File: src/rtl/pfo_pkg.sv
// Shared types and constants for the polyphase FIR oversampler.
`timescale 1ns / 1ps

package pfo_pkg;

  localparam int DATA_W         = 32;
  localparam int ACC_W          = 2 * DATA_W;
  localparam int FUNC_W         = 2;
  localparam int PHASE_IN_W     = 3;
  localparam int TAP_IN_W       = 5;
  localparam int CFG_W          = 2;
  localparam int MAX_FACTOR_DEF = 8;
  localparam int TAPS_DEF       = 32;

  // input word layout, lowest bit first
  localparam int SAMPLE_LSB = 0;
  localparam int PHASE_LSB  = SAMPLE_LSB + DATA_W;
  localparam int TAP_LSB    = PHASE_LSB + PHASE_IN_W;
  localparam int COEF_LSB   = TAP_LSB + TAP_IN_W;
  localparam int IN_BITS    = COEF_LSB + DATA_W;
  localparam int IN_DATA_W  = ((IN_BITS + 7) / 8) * 8;

  localparam logic [CFG_W-1:0] FACTOR_LOG2_RST = 2'd1;

  typedef enum logic [FUNC_W-1:0] {
    FUNC_LOAD   = 2'd0,
    FUNC_INTERP = 2'd1,
    FUNC_DECI   = 2'd2,
    FUNC_FLUSH  = 2'd3
  } func_t;

  typedef struct packed {
    logic load_coef;
    logic push_interp;
    logic push_deci;
    logic new_group;
    logic fir_start;
    logic issue;
    logic emit;
    logic emit_last;
    logic deci_accum;
    logic flush;
    logic clear;
  } cmd_t;

  typedef struct packed {
    logic pipe_busy;
    logic out_free;
  } stat_t;

endpackage

File: src/rtl/pfo_ctrl.sv
// Sequencer for the oversampler: clearing sweep, tap loop, phase loop and handshakes.
`timescale 1ns / 1ps

module pfo_ctrl #(
  parameter int MAX_FACTOR = pfo_pkg::MAX_FACTOR_DEF,
  parameter int TAPS       = pfo_pkg::TAPS_DEF,
  localparam int PW        = $clog2(MAX_FACTOR),
  localparam int TW        = $clog2(TAPS)
) (
  input  logic                     clk,
  input  logic                     rst_n,
  input  logic                     cfg_wr_en,
  input  logic [pfo_pkg::CFG_W-1:0] cfg_wr_data,
  input  logic                     in_tvalid,
  output logic                     in_tready,
  input  pfo_pkg::func_t           in_func,
  output pfo_pkg::cmd_t            cmd,
  output logic [PW-1:0]            phase,
  output logic [TW-1:0]            tap,
  input  pfo_pkg::stat_t           stat
);

  localparam int FW = $clog2(MAX_FACTOR + 1);

  typedef enum logic [5:0] {
    S_CLEAR = 6'b000001,
    S_IDLE  = 6'b000010,
    S_START = 6'b000100,
    S_MAC   = 6'b001000,
    S_DRAIN = 6'b010000,
    S_EMIT  = 6'b100000
  } state_t;

  state_t                     state_r, state_nxt;
  logic [PW-1:0]              cur_phase_r, cur_phase_nxt;
  logic [PW-1:0]              deci_phase_r, deci_phase_nxt;
  logic [TW-1:0]              tap_r, tap_nxt;
  logic                       deci_mode_r, deci_mode_nxt;
  logic [pfo_pkg::CFG_W-1:0]  factor_log2_r;

  logic [1:0]    lg;
  logic [3:0]    pow;
  logic [FW-1:0] factor;
  logic [PW-1:0] eff_phase;
  logic          cur_last;
  logic          tap_last;
  logic          sweep_last;

  always_comb begin
    lg     = (factor_log2_r == 2'd0) ? 2'd1 : factor_log2_r;
    pow    = 4'd1 << lg;
    factor = (32'(pow) > MAX_FACTOR) ? FW'(MAX_FACTOR) : FW'(pow);
  end

  // drop a partial group that the current factor no longer reaches
  assign eff_phase  = (FW'(deci_phase_r) >= factor) ? '0 : deci_phase_r;
  assign cur_last   = (FW'(cur_phase_r) + FW'(1)) == factor;
  assign tap_last   = tap_r == TW'(TAPS - 1);
  assign sweep_last = tap_last && (cur_phase_r == PW'(MAX_FACTOR - 1));
  assign tap        = tap_r;

  always_comb begin
    state_nxt      = state_r;
    cur_phase_nxt  = cur_phase_r;
    deci_phase_nxt = deci_phase_r;
    tap_nxt        = tap_r;
    deci_mode_nxt  = deci_mode_r;
    cmd            = '0;
    phase          = cur_phase_r;
    in_tready      = 1'b0;
    case (state_r)
      S_CLEAR: begin
        cmd.clear = 1'b1;
        if (sweep_last) begin
          tap_nxt       = '0;
          cur_phase_nxt = '0;
          state_nxt     = S_IDLE;
        end else if (tap_last) begin
          tap_nxt       = '0;
          cur_phase_nxt = cur_phase_r + PW'(1);
        end else begin
          tap_nxt = tap_r + TW'(1);
        end
      end
      S_IDLE: begin
        in_tready = 1'b1;
        phase     = eff_phase;
        if (in_tvalid) begin
          case (in_func)
            pfo_pkg::FUNC_LOAD: begin
              cmd.load_coef = 1'b1;
            end
            pfo_pkg::FUNC_INTERP: begin
              cmd.push_interp = 1'b1;
              deci_mode_nxt   = 1'b0;
              cur_phase_nxt   = '0;
              state_nxt       = S_START;
            end
            pfo_pkg::FUNC_DECI: begin
              cmd.push_deci  = 1'b1;
              cmd.new_group  = eff_phase == '0;
              deci_mode_nxt  = 1'b1;
              cur_phase_nxt  = eff_phase;
              deci_phase_nxt = eff_phase;
              state_nxt      = S_START;
            end
            pfo_pkg::FUNC_FLUSH: begin
              cmd.flush      = 1'b1;
              deci_phase_nxt = '0;
              cur_phase_nxt  = '0;
              tap_nxt        = '0;
              state_nxt      = S_CLEAR;
            end
            default: begin
              state_nxt = S_IDLE;
            end
          endcase
        end
      end
      S_START: begin
        cmd.fir_start = 1'b1;
        tap_nxt       = '0;
        state_nxt     = S_MAC;
      end
      S_MAC: begin
        cmd.issue = 1'b1;
        if (tap_last) begin
          tap_nxt   = '0;
          state_nxt = S_DRAIN;
        end else begin
          tap_nxt = tap_r + TW'(1);
        end
      end
      S_DRAIN: begin
        if (!stat.pipe_busy) begin
          state_nxt = S_EMIT;
        end
      end
      S_EMIT: begin
        if (!deci_mode_r) begin
          if (stat.out_free) begin
            cmd.emit      = 1'b1;
            cmd.emit_last = cur_last;
            if (cur_last) begin
              state_nxt = S_IDLE;
            end else begin
              cur_phase_nxt = cur_phase_r + PW'(1);
              state_nxt     = S_START;
            end
          end
        end else if (cur_last) begin
          if (stat.out_free) begin
            cmd.emit       = 1'b1;
            cmd.emit_last  = 1'b1;
            deci_phase_nxt = '0;
            state_nxt      = S_IDLE;
          end
        end else begin
          cmd.deci_accum = 1'b1;
          deci_phase_nxt = cur_phase_r + PW'(1);
          state_nxt      = S_IDLE;
        end
      end
      default: begin
        state_nxt = S_CLEAR;
      end
    endcase
  end

  always_ff @(posedge clk) begin
    if (!rst_n) begin
      state_r       <= S_CLEAR;
      cur_phase_r   <= '0;
      deci_phase_r  <= '0;
      tap_r         <= '0;
      deci_mode_r   <= 1'b0;
      factor_log2_r <= pfo_pkg::FACTOR_LOG2_RST;
    end else begin
      state_r      <= state_nxt;
      cur_phase_r  <= cur_phase_nxt;
      deci_phase_r <= deci_phase_nxt;
      tap_r        <= tap_nxt;
      deci_mode_r  <= deci_mode_nxt;
      if (cfg_wr_en) begin
        factor_log2_r <= cfg_wr_data;
      end
    end
  end

`ifndef ASSERT_OFF
  a_emit_needs_room: assert property (@(posedge clk) disable iff (!rst_n)
    cmd.emit |-> stat.out_free)
    else $error("result loaded while output register still full");

  a_emit_after_drain: assert property (@(posedge clk) disable iff (!rst_n)
    state_r == S_EMIT |-> !stat.pipe_busy)
    else $error("result taken before the MAC pipeline drained");

  a_tap_loop_ends: assert property (@(posedge clk) disable iff (!rst_n)
    (state_r == S_MAC && tap_last) |=> state_r == S_DRAIN)
    else $error("tap loop did not end after the last tap");

  a_phase_in_range: assert property (@(posedge clk) disable iff (!rst_n)
    state_r == S_EMIT |-> FW'(cur_phase_r) < factor)
    else $error("phase beyond the oversampling factor");
`endif

endmodule

File: config.mk
export PLATFORM = sky130hd
export DESIGN_NAME = pfo_ctrl
export DESIGN_NICKNAME = d
export VERILOG_FILES = /design/src/rtl/pfo_pkg.sv /design/src/rtl/pfo_ctrl.sv
export SDC_FILE = /design/constraint.sdc
export NUM_CORES = 1
export LEC_CHECK = 0
export ABC_AREA = 1
export BUFFER_PORTS_ARGS = -buffer_cell sky130_fd_sc_hd__clkbuf_2
export CAP_MARGIN = 20
export CORE_ASPECT_RATIO = 1.75
export CORE_MARGIN = 1
export CORE_UTILIZATION = 50
export DETAILED_ROUTE_END_ITERATION = 7
export PLACE_DENSITY = 0.84
export SYNTH_ARGS = -nofsm -noshare
export SYNTH_HDL_FRONTEND = slang
export SYNTH_SLANG_ARGS = --single-unit
File: constraint.sdc
create_clock -name clk -period 1.6 [get_ports clk]
set_input_delay 0.32 -clock clk [delete_from_list [all_inputs] [get_ports clk]]
set_output_delay 0.32 -clock clk [all_outputs]
set_load 0.01 [all_outputs]
==> flow_metrics.env, run 1 <==
export IMPL_cts_buffer_depth=2
export IMPL_cp_arrival_ns=1.89
export IMPL_slew_headroom_pct=55.2
export IMPL_syn_to_final_growth_pct=70.7
export IMPL_startpoint="factor_log2_r[0]"
export IMPL_final_fill_count=132
export IMPL_clk_latency_ns=0.28
export IMPL_root_buffer="clkbuf_8"
export IMPL_hold_class="primary input to flip-flop"
export IMPL_dp_cells=377
export IMPL_first_global_vias=2128
export IMPL_gp_congestion=0.936
export IMPL_clock_sinks=20
export IMPL_violations="negative setup slack"
export IMPL_tns_ns=-8.52
export IMPL_initial_core_util_pct=53.3
export IMPL_grt_remaining_overflow=0
export IMPL_hold_buffers=0
export IMPL_syn_num_nets=296
export IMPL_htree_num_levels=1
export IMPL_ir_worst_vdd_mv=0.820
export IMPL_avgViaCountPerCell=6.15
export IMPL_hold_violations=0
export IMPL_cap_violations=0
export IMPL_finalWorstSetupSlack_ns=-0.610
export IMPL_rsz0062_at_grt="yes"
export IMPL_synth_top_area_share_pct=23.7
export IMPL_diodes=0
export IMPL_yosys_top_cells_area="dfxtp_1, nand2_1, nor2_1, inv_1, ha_1"
export IMPL_antenna_found_initial=1
export IMPL_p_leak_nw=1.48
export IMPL_synth_top_cells_by_count="nand2_1, nor2_1, inv_1, nand3_1, dfxtp_1"
export IMPL_synth_most_common_cell="nand2_1"
export IMPL_grt_max_degree=12
export IMPL_ant_nets=0
export IMPL_drt_wl_total_um=8460
export IMPL_ys_ff_latch=20
export IMPL_clk_pin_slew_ns=0.09
export IMPL_ys_warn_count=0
export IMPL_reg2reg_to="state_r[0]"
export IMPL_synth_top_flop_cell="dfxtp_1"
export IMPL_timing_fmax_mhz=452
export IMPL_final_max_slew_violation_count=0
export IMPL_numCtsBuffers=3
export IMPL_end_kind="output pin"
export IMPL_die_area_mm2=0.00363
export IMPL_grt_pass1_wl_um=9080
export IMPL_finalClockSkew_ns=0.00374
export IMPL_synth_avg_cell_area_um2=6.15
export IMPL_cp_endpoint="phase[1]"
export IMPL_ys_seq_area_share_pct=23.7
export IMPL_status="finished, violations left"
export IMPL_final_min_clock_period_ns=2.21
export IMPL_syn_area_mm2=0.00169
export IMPL_post_route_util_pct=90.9
export IMPL_io_pins=30
export IMPL_nets=384
export IMPL_start_kind="flip-flop"
export IMPL_die_y_um=78.9
export IMPL_num_vias=2491
export IMPL_synth_cells=275
export IMPL_wl_per_cell_um=20.9
export IMPL_dp_hpwl_um=3800
export IMPL_finalCritPeriodShare_pct=138
export IMPL_cts_tree="done"
export IMPL_synth_async_reset_ratio_pct=0
export IMPL_num_rows=27
export IMPL_tightest_slew_ns=0.666
export IMPL_grt_usage_pct=34.3
export IMPL_initialDrtViolationCount=226
export IMPL_dr_pass1_iters=7
export IMPL_timing_rr_start="state_r[2]"
export IMPL_power_density_mw_per_mm2=664
export IMPL_worst_path_max_fanout=3
export IMPL_regToRegSetupSlack_ns=-0.40
export IMPL_io_buffers=29
export IMPL_cp_required_ns=1.28
export IMPL_drive_above_1_share_pct=54.1
export IMPL_reg2regPathDepth=8
export IMPL_synth_edff_count=0
export IMPL_die_w_um=46.0
export IMPL_critPathKind="flip-flop to output pin"
export IMPL_finalSetupViolCount=31
export IMPL_core_area_mm2=0.00318
export IMPL_netlist_top_cell_by_area="dfxtp_1"
export IMPL_drc=0
export IMPL_synth_distinct_cells=30
export IMPL_fin_cells=405
metrics by stage:
step	power [mW]	setup WS, ns	hold slack [ns]	instance area, um^2
6_report	1.92	-0.610	0.274	2890
3_3_place_gp	1.19	-0.205	0.471	2180
5_1_grt	2.01	-0.660	0.307	2890
4_1_cts	1.66	-0.539	0.285	2500
3_5_place_dp	1.21	-0.292	0.483	2180
2_1_floorplan	0.980	-0.123	0.420	1760
power by group:
group          total, mW  switching (mW)  internal, mW
registers          0.622          0.0648         0.557
clock network      0.433           0.212         0.221
logic              0.862           0.509         0.353
total               1.92           0.786          1.13
flip-flops by register name, indices dropped and copies added, names as in the netlist:
name,flops
factor_log2_r,2
state_r,6
cur_phase_r,3
deci_mode_r,1
deci_phase_r,3
tap,5
final cells by class:
type / count / area, um^2 / share of cell area, %
multi-input combinational: 206 / 1510 / 52.4
clock buffer: 4 / 55.1 / 1.91
inverter: 46 / 181 / 6.28
timing repair buffer: 86 / 659 / 22.8
tap: 43 / 53.8 / 1.86
sequential: 20 / 425 / 14.7
layout by cell type, fill, tap and decap left out, drive strengths merged:
cell     n
o22ai    1
a21oi   10
and3     1
nor3     2
nor4     1
ha      11
buf     72
inv     44
conb     1
nand3b   1
clkbuf  18
nand3   29
o21bai   1
nand2   79
dfxtp   20
o21ai   13
clkinv   2
nor3b    1
nand4    5
nor2    50
what timing repair did:
| action | 4_1_cts | 5_1_grt |
|---|---|---|
| setup endpoints to repair | 27 | 31 |
| gates resized for setup | 58 | 79 |
| pin swaps | 27 | 34 |
| gates cloned | 1 | 0 |
| buffers inserted | 8 | 20 |
worst min-delay path by stage:
stage                   start               end  depth (start not counted)
2_1_floorplan       cfg_wr_en  factor_log2_r[0]                          1
3_3_place_gp           tap[2]            tap[2]                          2
3_5_place_dp           tap[2]            tap[2]                          2
4_1_cts        cfg_wr_data[0]  factor_log2_r[0]                          3
5_1_grt        cfg_wr_data[0]  factor_log2_r[0]                          3
6_report       cfg_wr_data[0]  factor_log2_r[0]                          3
worst max-delay path, cell delays in order (launching register included):
cell	delay, ns
dfxtp_2	0.34
inv_2	0.08
nand2_4	0.07
ha_4	0.22
nand2_2	0.04
o21bai_4	0.11
nand3_4	0.14
buf_4	0.17
nor2_4	0.13
nand2_1	0.08
o21ai_1	0.08
buf_2	0.14
metal layers:
metal | routed length, um | up-vias | share of wire [%] | global-route usage [%]
met5 | 0 | - | 0 | 0
met4 | 730 | 0 | 8.6 | 25.3
met3 | 738 | 75 | 8.7 | 6.14
met2 | 4180 | 211 | 49 | 61.4
met1 | 2810 | 1166 | 33 | 31.7
li1 | - | 1039 | - | -
cell families after synthesis:
family / synth area share, %
AO/OA/AOI/OAI: 8.06
adder cells (fa/ha/maj): 8.14
other: 0.222
flip-flops: 23.7
buffers and inverters: 11.9
AND/OR/NAND/NOR: 48.0
Note: power is estimated with default switching activity, not from simulation.
==> run 2, diff against run 1 <==
CORE_UTILIZATION = 35   (was 50)
PLACE_DENSITY = default   (was 0.84)
PLACE_DENSITY_LB_ADDON = 0.05   (was default)
SLEW_MARGIN = 10   (was default)
==> run 2 against run 1 <==
Compared with the run above: core utilization shrank 30 points; largest cell class unchanged; critical path type unchanged; sequential share of layout area rose by 0.19 points; the run still ends with negative setup slack left; critical endpoint is now cmd[7]; clock-buffer cell count did not move; first-iteration DRC count shrank 88%; hold slack barely moved; register-to-register slack better by 0.16 ns; total power decreased by 3.7%.
==> flow_metrics.env, run 2 (synthesized netlist as in run 1, its figures left out) <==
export IMPL_status="finished, violations left"
export IMPL_violations="negative setup slack"
export IMPL_fin_cells=408
export IMPL_drt_wl_total_um=5500
export IMPL_cp_slowest_cell="dfxtp_2"
export IMPL_power_density_mw_per_mm2=648
export IMPL_internal_power_mw=1.19
export IMPL_grt_pass1_wl_um=8380
export IMPL_dp_hpwl_um=4240
export IMPL_clock_sinks=20
export IMPL_slowest_delay_ns=0.33
export IMPL_cp_arrival_ns=1.81
export IMPL_num_rows=33
export IMPL_finalSetupViolCount=22
export IMPL_final_common_cell="nand2_1"
export IMPL_clk_pin_slew_ns=0.09
export IMPL_first_global_vias=1928
export IMPL_grt_max_degree=13
export IMPL_path_cells="inv_2 -> nand2_4 -> ha_4 -> nand2_2 -> o21bai_4 -> nand3_4 -> nor2_4 -> nor4_2 -> buf_2"
export IMPL_initialDrtViolationCount=26
export IMPL_finalCritPeriodShare_pct=133
export IMPL_largest_register="state_r"
export IMPL_wl_per_cell_um=13.5
export IMPL_timing_fmax_mhz=470
export IMPL_numCtsBuffers=3
export IMPL_dp_cells=388
export IMPL_p_seq_share_pct=32.9
export IMPL_avgViaCountPerCell=4.99
export IMPL_start_kind="flip-flop"
export IMPL_io_pins=30
export IMPL_io_buffers=29
export IMPL_p_sw_mw=0.658
export IMPL_clk_latency_ns=0.27
export IMPL_die_y_um=94.0
export IMPL_p_clk_share_pct=25.7
export IMPL_combPwrFrac_pct=41.4
export IMPL_ir_worst_vdd_mv=0.504
export IMPL_p_leak_nw=1.43
export IMPL_finalWorstSetupSlack_ns=-0.527
export IMPL_diodes=0
export IMPL_ant_nets=0
export IMPL_drc=0
export IMPL_hold_violations=0
export IMPL_finalClockSkew_ns=0.00240
export IMPL_root_buffer="clkbuf_8"
export IMPL_drive_above_1_share_pct=54.8
export IMPL_antenna_found_initial=0
export IMPL_htree_num_levels=1
export IMPL_final_min_clock_period_ns=2.13
export IMPL_grt_usage_pct=22.6
export IMPL_die_area_mm2=0.00513
export IMPL_end_kind="output pin"
export IMPL_grt_remaining_overflow=0
export IMPL_initial_core_util_pct=36.3
export IMPL_hold_class="primary input to flip-flop"
export IMPL_nets=378
export IMPL_cts_tree="done"
export IMPL_syn_to_final_growth_pct=68.5
export IMPL_num_vias=2034
export IMPL_die_w_um=54.6
export IMPL_cp_required_ns=1.28
export IMPL_cap_violations=0
export IMPL_cts_buffer_depth=2
export IMPL_final_max_slew_violation_count=0
export IMPL_critPathKind="flip-flop to output pin"
export IMPL_core_area_mm2=0.00467
export IMPL_rsz0062_at_grt="yes"
export IMPL_dr_pass1_iters=4
export IMPL_dp_slack_ns=-0.325
export IMPL_final_fill_count=463
export IMPL_switching_share_pct=35.6
export IMPL_largest_reg_flops=6
export IMPL_worst_path_max_fanout=4
export IMPL_final_cell_mix="nand2_1, buf_4, inv_1"
export IMPL_gp_congestion=0.759
[run 2: cell count changes in the layout (fill, tap and decap cells not counted), sizes merged]
cell / change
buf: -7
clkbuf: +1
[run 2: layer usage]
layer  vias up  GRT usage, %  part of all wire [%]
met4         0          9.83                   4.0
met3        17          2.10                   2.2
met1       953          21.4                    34
met5         -             0                     0
li1       1026             -                     -
met2        38          44.7                    60
[run 2: final timing paths]
kind	to	cells after the start	start	slack (ns)
hold / removal	factor_log2_r[0]	3	cfg_wr_data[0]	0.27
setup reg to reg	deci_phase_r[1]	14	cur_phase_r[1]	-0.24
hold reg to reg	tap[2]	2	tap[2]	0.50
setup / recovery	cmd[7]	9	factor_log2_r[0]	-0.53
[run 2: through the flow]
| stage | hold WS [ns] | area, um^2 | TNS, ns | util (%) | total power [mW] |
|---|---|---|---|---|---|
| finish | 0.274 | 2850 | -4.72 | 61.1 | 1.85 |
| global route | 0.291 | 2850 | -6.73 | 61.1 | 1.97 |
| detailed placement | 0.480 | 2210 | -3.12 | 47.4 | 1.23 |
| global placement | 0.476 | 2210 | -2.71 | 47.4 | 1.23 |
| CTS | 0.285 | 2580 | -7.14 | 55.3 | 1.75 |
| floorplan | 0.420 | 1760 | -0.520 | - | 0.980 |
[run 2: critical path, delay by kind of cell (launching register included)]
kind | cells | cell delay (ns)
buffers and inverters | 2 | 0.24
flip-flops | 1 | 0.33
adder cells (fa/ha/maj) | 1 | 0.26
AO/OA/AOI/OAI | 1 | 0.17
AND/OR/NAND/NOR | 5 | 0.52
[run 2: final cells by class]
cell class                 instances  area (um^2)  area share [%]
timing repair buffer              80          627            22.0
inverter                          46          183            6.41
tap                               52         65.1            2.28
sequential                        20          425            14.9
multi-input combinational        206         1480            52.1
clock buffer                       4         66.3            2.33
[run 2: power by group through the flow]
stage               Clock (mW)  Sequential, mW  Combinational [mW]
CTS                      0.485           0.607               0.655
finish                   0.474           0.607               0.765
floorplan                    0           0.634               0.346
global placement             0           0.615               0.619
detailed placement           0           0.618               0.617
global route             0.503           0.616               0.849
[run 2: repair_timing]
item,CTS,global route
buffers inserted,16,7
pin swaps,21,38
hold buffers,0,0
cloned,1,0
resized for setup,53,85
endpoints found under the setup margin,28,31
